**config.mk**
```make
export PLATFORM = sky130hd
export DESIGN_NAME = sbcb_cfg
export DESIGN_NICKNAME = d
export VERILOG_FILES = /design/src/design/sbcb_pkg.sv /design/src/design/sbcb_cfg.sv
export SDC_FILE = /design/constraint.sdc
export NUM_CORES = 1
export LEC_CHECK = 0
export ABC_AREA = 1
export BUFFER_PORTS_ARGS = -buffer_cell sky130_fd_sc_hd__buf_2
export CAP_MARGIN = 15
export CORE_MARGIN = 5
export CORE_UTILIZATION = 35
export CTS_BUF_LIST = sky130_fd_sc_hd__clkbuf_4 sky130_fd_sc_hd__clkbuf_8
export DETAILED_ROUTE_END_ITERATION = 6
export GPL_ROUTABILITY_DRIVEN = 1
export PLACE_DENSITY = 0.66
export SYNTH_ARGS = -nofsm -noshare
export SYNTH_HDL_FRONTEND = slang
export SYNTH_SLANG_ARGS = --single-unit
```
**constraint.sdc**
```tcl
create_clock -name clk_i -period 0.8 [get_ports clk_i]
set_clock_uncertainty 0.2 [all_clocks]
set_input_delay 0.16 -clock clk_i [delete_from_list [all_inputs] [get_ports clk_i]]
set_output_delay 0.16 -clock clk_i [all_outputs]
set_load 0.01 [all_outputs]
```
**src/design/sbcb_pkg.sv**
```systemverilog
// Shared types, codes and constants for the shared burst credit block.
`default_nettype none
package sbcb_pkg;

  localparam int OWNERS = 16;
  localparam int ByteW  = 40;
  localparam int OwnerW = 4;
  localparam int CfgIdxW = 3;
  localparam int WakeW  = 16;

  typedef enum logic [2:0] {
    OP_ENQUEUE = 3'd0,
    OP_FREE    = 3'd1,
    OP_CHECK   = 3'd2,
    OP_REMOVE  = 3'd3,
    OP_CANCEL  = 3'd4
  } op_e;

  typedef enum logic [CfgIdxW-1:0] {
    CFG_BASE     = 3'd0,
    CFG_CONTINUE = 3'd1,
    CFG_BURST    = 3'd2,
    CFG_POOL     = 3'd3,
    CFG_HEADROOM = 3'd4
  } cfg_idx_e;

  localparam logic [ByteW-1:0] BaseReset     = 40'd33554432;
  localparam logic [ByteW-1:0] ContinueReset = 40'd29360128;

  typedef enum logic [3:0] {
    S_IDLE,
    S_READ,
    S_QUPD,
    S_LIMIT,
    S_NEED,
    S_CREDIT,
    S_POOL,
    S_FIT,
    S_COMMIT
  } state_e;

  typedef struct packed {
    logic [ByteW-1:0] base_limit;
    logic [ByteW-1:0] continue_limit;
    logic [ByteW-1:0] burst_limit;
    logic [ByteW-1:0] global_burst_pool;
    logic [ByteW-1:0] min_headroom;
  } cfg_t;

  typedef struct packed {
    logic accept;
    logic read;
    logic qupd;
    logic limit;
    logic need;
    logic credit;
    logic pool;
    logic fit;
    logic commit;
  } cmd_t;

  typedef struct packed {
    logic short_path;
  } status_t;

endpackage
`default_nettype wire

```
**src/design/sbcb_cfg.sv**
```systemverilog
// Configuration register file of the shared burst credit block.
`default_nettype none
module sbcb_cfg (
  input  wire logic                          clk_i,
  input  wire logic                          rst_ni,
  input  wire logic                          cfg_we_i,
  input  wire logic [sbcb_pkg::CfgIdxW-1:0]  cfg_index_i,
  input  wire logic [sbcb_pkg::ByteW-1:0]    cfg_data_i,
  output sbcb_pkg::cfg_t                     cfg_o
);
  import sbcb_pkg::*;

  cfg_t cfg_q, cfg_d;

  always_comb begin
    cfg_d = cfg_q;
    if (cfg_we_i) begin
      case (cfg_idx_e'(cfg_index_i))
        CFG_BASE:     cfg_d.base_limit        = cfg_data_i;
        CFG_CONTINUE: cfg_d.continue_limit    = cfg_data_i;
        CFG_BURST:    cfg_d.burst_limit       = cfg_data_i;
        CFG_POOL:     cfg_d.global_burst_pool = cfg_data_i;
        CFG_HEADROOM: cfg_d.min_headroom      = cfg_data_i;
        default: ;
      endcase
    end
  end

  always_ff @(posedge clk_i or negedge rst_ni) begin
    if (!rst_ni) begin
      cfg_q.base_limit        <= BaseReset;
      cfg_q.continue_limit    <= ContinueReset;
      cfg_q.burst_limit       <= '0;
      cfg_q.global_burst_pool <= '0;
      cfg_q.min_headroom      <= '0;
    end else begin
      cfg_q <= cfg_d;
    end
  end

  assign cfg_o = cfg_q;

endmodule
`default_nettype wire

```
==> flow_summary.yaml <==
outcome:
  outcome: "complete, but fails checks"
  violations: "hold timing, setup timing"
global_routing:
  grt_pass1_wl_um: 42400
  grt_pass1_vias: 7515
  grt_max_degree: 50
  grt_overflow: 0
  grtUsageTotal: 0.208
  antenna_found_initial: 0
floorplan:
  fp.dieW_um: 159
  core_area_mm2: 0.0219
  rows: 54
  die_y_um: 159
  io_pins: 246
  initial_utilization: 0.356
  dieArea_mm2: 0.0254
finish:
  syn2layout_area_growth_pct: 58.5
  drive_gt1_frac: 0.429
  diodes: 0
  largest_register_ffs: 200
  layout_common_cells: "nand2_1 (353), dfrtp_1 (196), buf_2 (182)"
  utilization: 0.565
  nNetsFinal: 1284
  fin_area_mm2: 0.0124
  layout.cells.most_common: "nand2_1"
synthesis:
  ys_seq_area_frac: 0.642
  ys_seq_elements: 200
  yosysWarnings: 0
  synth.avg_cell_area_um2: 8.91
  synth.top_cell.area_share: 0.629
  syn-cell-area_mm2: 0.00780
  synthesis.nets: 922
  synth_top_cells_by_area: "dfrtp_1 (63%), nand2_1 (22%), nand3_1 (10%)"
  syn_inst: 876
  yosysTopAreaCell: "dfrtp_1"
  ys_types: 12
placement:
  gp_congestion: 0.816
  place_area_mm2: 0.00974
  place_ws_ns: -0.526
  portBuffers: 245
  hpwlAfterDp_um: 17900
setup_path:
  crit_slowest_cell: "dfstp_2"
  worstPathRequired_ns: 0.44
  arrival_ns: 1.14
  worst-path-buf-inv: 1
  path_class: "register to output pin"
  startpoint_type: "register"
  cp-end-kind: "output pin"
  worst-path-max-fanout: 2
  max_stage_delay_ns: 0.56
  crit_family: "flip-flops"
  worstPathCellList: "buf_6"
power_and_ir_drop:
  peakVddDrop_mv: 1.14
  powerDensity_mw_per_mm2: 2390
  total_power_mw: 29.6
  leakagePower_nw: 6.78
drt:
  vias_per_cell: 4.97
  drt_wl_total_um: 30300
  drtPass1Iterations: 5
  vias: 7615
  drc_errors: 0
  antenna_left: 0
  wl_per_cell_um: 19.8
  drtIter0Drc: 575
clock_network:
  hold_buffers: 4
  worstSkewPairLatency_ns: 0.47
  htreeDepth: 4
  clk_path_buf_depth: 2
  cts_tree: "yes"
  path_clk_slew_ns: 0.11
  cts_sinks: 200
  clockRootBuffer: "clkbuf_8"
  numCtsBuffers: 17
sta:
  fmax_mhz: 668
  setup_viol_count_final: 383
  worstMarginPinSlew_ns: 0.287
  holdWs_ns: -0.659
  final.setup.tns_ns: -128.51
  hold_viol_final: 387
  slew_headroom: 0.809
  period_needed_ns: 1.50
  finalMaxSlewViolations: 0
  post-route-period-util: 1.87
  setup_slack_ns: -0.696
  rsz0062_at_grt: "true"
min_path:
  worstHoldPathType: "primary input to async pin"
job:
  cap_violations: 0
cells in the mapped netlist:
cell type	n
nand2_1	448
nor2_2	1
nor2_1	3
nor2_4	1
dfrtp_1	196
nand3_1	160
inv_1	3
dfstp_2	4
clkbuf_1	20
buf_2	35
inv_2	3
buf_1	2
per-stage QoR:
step | hold slack [ns] | std cells
3_3_place_gp | -0.152 | 1385
2_1_floorplan | -0.336 | 876
6_report | -0.659 | 1531
3_5_place_dp | -0.154 | 1385
5_1_grt | -0.691 | 1531
4_1_cts | -0.681 | 1478
power by group:
| group | switching [mW] | internal, mW | leakage [nW] | total [mW] |
|---|---|---|---|---|
| Combinational | 4.26 | 4.60 | 4.05 | 8.86 |
| Sequential | 1.38 | 12.0 | 2.51 | 13.4 |
| Clock | 3.87 | 3.45 | 0.219 | 7.33 |
what timing repair did:
action                                  4_1_cts  5_1_grt
endpoints found under the setup margin      338      400
pin swaps                                   136       69
cloned                                        0       21
gates resized for setup                      69      205
setup buffers                                57       51
endpoints found under the hold margin       400      389
final timing paths:
check	start	to	depth (start not counted)	slack, ns
setup reg to reg	cfg_o[131]	cfg_o[131]	4	-0.27
hold / removal	rst_ni	cfg_o[190]	1	-0.66
hold reg to reg	cfg_o[185]	cfg_o[185]	2	0.27
max in group asynchronous	rst_ni	cfg_o[89]	2	0.49
setup / recovery	cfg_o[144]	cfg_o[144]	1	-0.70
min in group clk_i	cfg_data_i[17]	cfg_o[57]	3	-0.23
cells by family after synthesis:
logic type             after synthesis  synth area share
and+or+nand+nor                    613             0.322
DFF                                200             0.642
buffers and inverters               63            0.0359
metal layers:
layer  up-vias  routed length, um  GRT usage
li1       3485                  -          -
met1      3749              13000      0.279
met2       333              14500      0.327
met3        48               2240     0.0546
met4         0                600     0.0760
met5         -                  0          0
final cells by class:
cell class / instances / area (um2)
flip-flops and latches: 200 / 5010
inverters: 6 / 27.5
multi-input cells: 613 / 2870
well taps: 280 / 350
fillers: 1913 / 9530
clock inverters: 11 / 160
clock buffers: 21 / 283
repair buffers: 400 / 3660
Note: power is estimated with default switching activity, not from simulation.
