**src/design/sbcb_pkg.sv**
```systemverilog
// Shared types, codes and constants for the shared burst credit block.
`default_nettype none
package sbcb_pkg;

  localparam int OWNERS = 16;
  localparam int ByteW  = 40;
  localparam int OwnerW = 4;
  localparam int CfgIdxW = 3;
  localparam int WakeW  = 16;

  typedef enum logic [2:0] {
    OP_ENQUEUE = 3'd0,
    OP_FREE    = 3'd1,
    OP_CHECK   = 3'd2,
    OP_REMOVE  = 3'd3,
    OP_CANCEL  = 3'd4
  } op_e;

  typedef enum logic [CfgIdxW-1:0] {
    CFG_BASE     = 3'd0,
    CFG_CONTINUE = 3'd1,
    CFG_BURST    = 3'd2,
    CFG_POOL     = 3'd3,
    CFG_HEADROOM = 3'd4
  } cfg_idx_e;

  localparam logic [ByteW-1:0] BaseReset     = 40'd33554432;
  localparam logic [ByteW-1:0] ContinueReset = 40'd29360128;

  typedef enum logic [3:0] {
    S_IDLE,
    S_READ,
    S_QUPD,
    S_LIMIT,
    S_NEED,
    S_CREDIT,
    S_POOL,
    S_FIT,
    S_COMMIT
  } state_e;

  typedef struct packed {
    logic [ByteW-1:0] base_limit;
    logic [ByteW-1:0] continue_limit;
    logic [ByteW-1:0] burst_limit;
    logic [ByteW-1:0] global_burst_pool;
    logic [ByteW-1:0] min_headroom;
  } cfg_t;

  typedef struct packed {
    logic accept;
    logic read;
    logic qupd;
    logic limit;
    logic need;
    logic credit;
    logic pool;
    logic fit;
    logic commit;
  } cmd_t;

  typedef struct packed {
    logic short_path;
  } status_t;

endpackage
`default_nettype wire

```
**src/design/sbcb_ctrl.sv**
```systemverilog
// Sequencer that steps one request through the credit datapath.
`default_nettype none
module sbcb_ctrl (
  input  wire logic          clk_i,
  input  wire logic          rst_ni,
  input  wire logic          in_valid_i,
  output logic               in_stall_o,
  output logic               out_valid_o,
  input  wire logic          out_stall_i,
  input  wire sbcb_pkg::status_t status_i,
  output sbcb_pkg::cmd_t     cmd_o
);
  import sbcb_pkg::*;

  state_e state_q, state_d;
  logic   out_valid_q, out_valid_d;
  logic   out_free;

  // the result register can take a new request once the old one leaves
  assign out_free = !out_valid_q || !out_stall_i;

  always_comb begin
    state_d = state_q;
    unique case (state_q)
      S_IDLE:   if (in_valid_i) state_d = S_READ;
      S_READ:   state_d = S_QUPD;
      S_QUPD:   state_d = status_i.short_path ? S_COMMIT : S_LIMIT;
      S_LIMIT:  state_d = S_NEED;
      S_NEED:   state_d = S_CREDIT;
      S_CREDIT: state_d = S_POOL;
      S_POOL:   state_d = S_FIT;
      S_FIT:    state_d = S_COMMIT;
      S_COMMIT: if (out_free) state_d = S_IDLE;
      default:  state_d = S_IDLE;
    endcase
  end

  always_comb begin
    cmd_o        = '0;
    cmd_o.accept = (state_q == S_IDLE) && in_valid_i;
    cmd_o.read   = (state_q == S_READ);
    cmd_o.qupd   = (state_q == S_QUPD);
    cmd_o.limit  = (state_q == S_LIMIT);
    cmd_o.need   = (state_q == S_NEED);
    cmd_o.credit = (state_q == S_CREDIT);
    cmd_o.pool   = (state_q == S_POOL);
    cmd_o.fit    = (state_q == S_FIT);
    cmd_o.commit = (state_q == S_COMMIT) && out_free;
  end

  always_comb begin
    out_valid_d = out_valid_q;
    if (out_valid_q && !out_stall_i) out_valid_d = 1'b0;
    if (cmd_o.commit) out_valid_d = 1'b1;
  end

  always_ff @(posedge clk_i or negedge rst_ni) begin
    if (!rst_ni) begin
      state_q     <= S_IDLE;
      out_valid_q <= 1'b0;
    end else begin
      state_q     <= state_d;
      out_valid_q <= out_valid_d;
    end
  end

  assign in_stall_o  = (state_q != S_IDLE);
  assign out_valid_o = out_valid_q;

endmodule
`default_nettype wire

```
**config.mk**
```make
export PLATFORM = sky130hd
export DESIGN_NAME = sbcb_ctrl
export DESIGN_NICKNAME = d
export VERILOG_FILES = /design/src/design/sbcb_pkg.sv /design/src/design/sbcb_ctrl.sv
export SDC_FILE = /design/constraint.sdc
export NUM_CORES = 1
export LEC_CHECK = 0
export ABC_AREA = 0
export BUFFER_PORTS_ARGS = -buffer_cell sky130_fd_sc_hd__buf_4
export CORE_AREA = 2 2 39 41
export CTS_BUF_LIST = sky130_fd_sc_hd__clkbuf_8 sky130_fd_sc_hd__clkbuf_16
export DETAILED_ROUTE_END_ITERATION = 8
export DIE_AREA = 0 0 41 43
export PLACE_DENSITY = 0.56
export RECOVER_POWER = 50
export SETUP_SLACK_MARGIN = 0.2
export SYNTH_ARGS = -nofsm -noshare
export SYNTH_HDL_FRONTEND = slang
export SYNTH_SLANG_ARGS = --single-unit
```
**constraint.sdc**
```tcl
create_clock -name clk_i -period 1.1 [get_ports clk_i]
set_input_delay 0.22 -clock clk_i [delete_from_list [all_inputs] [get_ports clk_i]]
set_output_delay 0.22 -clock clk_i [all_outputs]
set_load 0.05 [all_outputs]
```
==> impl_results.html <==
<table>
<tr><th>Metric</th><th>Value</th></tr>
<tr><th colspan="2">Outcome</th></tr>
<tr><td>Status</td><td>complete, but fails checks</td></tr>
<tr><td>Failing checks</td><td>negative setup slack</td></tr>
<tr><th colspan="2">Yosys</th></tr>
<tr><td>Top post-synthesis cells by area</td><td>dfrtp_1 39%, nor2_1 8.3%, nor3_1 7.9%</td></tr>
<tr><td>Warnings, synthesis</td><td>0</td></tr>
<tr><td>Number of flops mapped to enable cells by yosys</td><td>0</td></tr>
<tr><td>Count leader, synth</td><td>nor2_1</td></tr>
<tr><td>Post-synthesis average cell area</td><td>8.363 sq um</td></tr>
<tr><td>Cell area after synthesis</td><td>317.8 sq um</td></tr>
<tr><td>Synth top area share</td><td>0.3937</td></tr>
<tr><td>Total nets after synthesis</td><td>43</td></tr>
<tr><td>Number of different library cells in the post-synthesis netlist</td><td>18</td></tr>
<tr><td>Top flip-flop cell by instance count after synthesis</td><td>dfrtp_1</td></tr>
<tr><td>Portion of the post-synthesis area used by sequential elements</td><td>0.3937</td></tr>
<tr><td>Most numerous cell types in the synthesized netlist</td><td>7 x nor2_1, 5 x dfrtp_1, 5 x nor3_1, 4 x nand2_1, 3 x nand2b_1</td></tr>
<tr><td>Yosys reg bits</td><td>5</td></tr>
<tr><td>Post-Syn Instances</td><td>38</td></tr>
<tr><td>Share of synthesized flip-flops with an asynchronous set or reset</td><td>1.000</td></tr>
<tr><td>Biggest area consumer among synthesized cells</td><td>dfrtp_1</td></tr>
<tr><th colspan="2">Finish</th></tr>
<tr><td>ANT cells</td><td>0</td></tr>
<tr><td>Number of inserted filler cells in the final layout</td><td>125</td></tr>
<tr><td>Fraction of layout cells with a size suffix above 1</td><td>0.8000</td></tr>
<tr><td>Total Nets Final</td><td>81</td></tr>
<tr><td>Fin util</td><td>0.6157</td></tr>
<tr><td>Area growth, synth to finish</td><td>168.1%</td></tr>
<tr><th colspan="2">Detailed routing</th></tr>
<tr><td>Final wirelength</td><td>998 microns</td></tr>
<tr><td>Total number of vias</td><td>414</td></tr>
<tr><td>Antenna violation net count after detailed routing</td><td>0</td></tr>
<tr><td>First-pass iteration count of the detailed router</td><td>4</td></tr>
<tr><td>Starting DRC count in detailed routing</td><td>3</td></tr>
<tr><td>DRC violations left</td><td>0</td></tr>
<tr><td>Routed wire per std cell</td><td>10.97 microns</td></tr>
<tr><td>Via/cell ratio</td><td>4.549</td></tr>
<tr><th colspan="2">Global route</th></tr>
<tr><td>Initial antenna violation count</td><td>0</td></tr>
<tr><td>Total grt overflow</td><td>0</td></tr>
<tr><td>Number of global-route vias before repair</td><td>449</td></tr>
<tr><td>Total track usage</td><td>0.1596</td></tr>
<tr><td>Pin count of the biggest net entering global routing</td><td>7</td></tr>
<tr><td>First-pass GRT wire length</td><td>1897 microns</td></tr>
<tr><th colspan="2">Timing</th></tr>
<tr><td>Number of endpoints failing setup at the final stage</td><td>12</td></tr>
<tr><td>Worst hold slack</td><td>258.8 ps</td></tr>
<tr><td>Max transition margin</td><td>0.8199</td></tr>
<tr><td>Timing-limited maximum frequency</td><td>691.3 MHz</td></tr>
<tr><td>Setup tns final</td><td>-3399 ps</td></tr>
<tr><td>Actual transition at the worst max-transition pin</td><td>270.2 ps</td></tr>
<tr><td>Final hold violation count</td><td>0</td></tr>
<tr><td>Final worst-path cycle share</td><td>1.315</td></tr>
<tr><td>Pins Over Slew Limit</td><td>0</td></tr>
<tr><td>Setup repair after global routing missed its margin</td><td>true</td></tr>
<tr><td>Worst clock skew on the final layout</td><td>1.968 ps</td></tr>
<tr><td>Fin crit period</td><td>1447 ps</td></tr>
<tr><td>Slack of the critical path</td><td>-346.5 ps</td></tr>
<tr><th colspan="2">Clocking</th></tr>
<tr><td>Clock transition at the register clock pins on the worst setup and hold paths after CTS</td><td>40 ps</td></tr>
<tr><td>Root buffer cell</td><td>clkbuf_8</td></tr>
<tr><td>Clock tree from TritonCTS</td><td>yes</td></tr>
<tr><td>Number of buffers inserted during clock tree synthesis</td><td>3</td></tr>
<tr><td>Sinks on the clock net</td><td>5</td></tr>
<tr><td>Buffers from clock root to sink, at most</td><td>2</td></tr>
<tr><td>Number of H-tree levels</td><td>1</td></tr>
<tr><td>Clock network latency to the later pin of the worst-skew pair</td><td>220 ps</td></tr>
<tr><th colspan="2">Setup path</th></tr>
<tr><td>CP Data Required Time</td><td>880 ps</td></tr>
<tr><td>Reg-to-Reg Start</td><td>state_q[0]</td></tr>
<tr><td>Critical Path AT</td><td>1230 ps</td></tr>
<tr><td>Largest fanout of any net on the critical path</td><td>5</td></tr>
<tr><td>Type of destination of the critical path</td><td>output pin</td></tr>
<tr><td>Kind of critical path</td><td>reg2out</td></tr>
<tr><td>CP max-delay cell</td><td>dfrtp_2</td></tr>
<tr><td>Cell-by-cell trace of the critical path</td><td>nor2_4 -&gt; nand3b_1 -&gt; a21oi_2 -&gt; buf_6</td></tr>
<tr><td>Count of buffering cells on the critical path with inverters included</td><td>1</td></tr>
<tr><td>Dominant delay contributor by cell family on the critical path</td><td>flip-flops</td></tr>
<tr><td>Maximum single-stage delay on the critical path</td><td>430 ps</td></tr>
<tr><td>Category of the worst setup path launch point</td><td>register</td></tr>
<tr><td>Launch point of the worst path</td><td>state_q[0]</td></tr>
<tr><th colspan="2">Floorplan</th></tr>
<tr><td>FP Rows</td><td>14</td></tr>
<tr><td>Number of ports placed on the die boundary</td><td>16</td></tr>
<tr><td>Initial Util</td><td>0.2297</td></tr>
<tr><td>Die width</td><td>41 microns</td></tr>
<tr><td>Total core area</td><td>1384 sq um</td></tr>
<tr><td>Die footprint</td><td>1763 sq um</td></tr>
<tr><td>Die Y-Extent</td><td>43 microns</td></tr>
<tr><th colspan="2">Power and ir drop</th></tr>
<tr><td>Leakage power total</td><td>0.3852 nW</td></tr>
<tr><td>Worst vdd rail ir drop</td><td>1.580 mV</td></tr>
<tr><td>PD cells</td><td>3507 nW/um^2</td></tr>
<tr><th colspan="2">Placed design</th></tr>
<tr><td>Final HPWL from detailed placement</td><td>751.6 microns</td></tr>
<tr><td>Final weighted congestion of routability-driven global placement</td><td>0.7083</td></tr>
<tr><td>Port Buffers</td><td>15</td></tr>
<tr><th colspan="2">Worst hold path</th></tr>
<tr><td>Hold Path Class</td><td>in2reg</td></tr>
<tr><td>Worst Hold Launch</td><td>out_stall_i</td></tr>
<tr><th colspan="2">Flow run</th></tr>
<tr><td>Reported max-cap violation count</td><td>0</td></tr>
</table>
==> registers in the layout (all words and copies together), names as in the netlist <==
signal       count
out_valid_o      1
state_q          4
==> where the power goes <==
group | switching (mW) | total, mW | internal (mW)
registers | 0.134 | 0.410 | 0.276
clock network | 0.0887 | 0.328 | 0.239
logic | 1.14 | 2.25 | 1.11
==> cells in the final DEF (no fill, tap or decap), types with 2 or more instances in the layout <==
| cell type | count |
|---|---|
| nand2_1 | 2 |
| dfrtp_2 | 5 |
| buf_8 | 4 |
| inv_1 | 2 |
| buf_4 | 17 |
| nor3_4 | 4 |
| nand2b_4 | 3 |
| buf_6 | 12 |
| clkbuf_8 | 3 |
| nor2_4 | 4 |
| nor2_1 | 3 |
==> layout make-up <==
type | count | area (sq um) | share of cell area
Clock buffer | 3 | 41.29 | 0.04846
Clock inverter | 1 | 3.754 | 0.004405
Timing Repair Buffer | 36 | 356.6 | 0.4185
Multi-Input combinational cell | 29 | 295.3 | 0.3465
Sequential cell | 5 | 131.4 | 0.1542
Tap cell | 16 | 20.02 | 0.02349
Inverter | 1 | 3.754 | 0.004405
==> worst min-delay path, cell delays in order <==
cell and delay [ps]:
buf_4 90, nand2_1 70, nand2_1 60
==> layer usage <==
layer  global-route usage  up-vias  part of all wire
li1                     -      203                 -
met1               0.1836      199              0.38
met2               0.2625       12              0.57
met3              0.03141        0             0.042
met4              0.08000        0                 0
met5                    0        -                 0
==> stage by stage <==
| step | setup WS [ps] | instance area (sq um) | std cells | power [mW] |
|---|---|---|---|---|
| after floorplan | -289.4 | 449.2 | 38 | 1.660 |
| after global placement | -139.2 | 661.9 | 79 | 2.252 |
| after detailed placement | -169.6 | 661.9 | 79 | 2.272 |
| after CTS | -370.8 | 833.3 | 91 | 2.955 |
| after global routing | -437.1 | 852.1 | 91 | 3.173 |
| final | -346.5 | 852.1 | 91 | 2.988 |
==> final timing paths <==
path                       slack, ps           to  cells past startpoint
setup reg to reg                -150   state_q[3]                      5
hold reg to reg                  500   state_q[1]                      1
min in group asynchronous        380  out_valid_o                      2
hold / removal                   260  out_valid_o                      3
setup / recovery                -350     cmd_o[0]                      4
max in group asynchronous        490   state_q[2]                      2
==> kinds of logic after synthesis <==
logic type	count (synthesis)	synth area share
AOI/OAI and AO/OA	4	0.1142
muxes	1	0.03150
DFF	5	0.3937
buffers and inverters	4	0.07476
and+or+nand+nor	23	0.3583
xor gates and xnor gates	1	0.02756
==> repair_timing <==
item                       4_1_cts  5_1_grt
setup endpoints to repair       16       16
hold endpoints to repair         5        0
resized for setup               18        6
pin swaps                        5        1
buffers inserted                 7        0
hold buffers                     1        0
(Power assumes the default switching activity.)
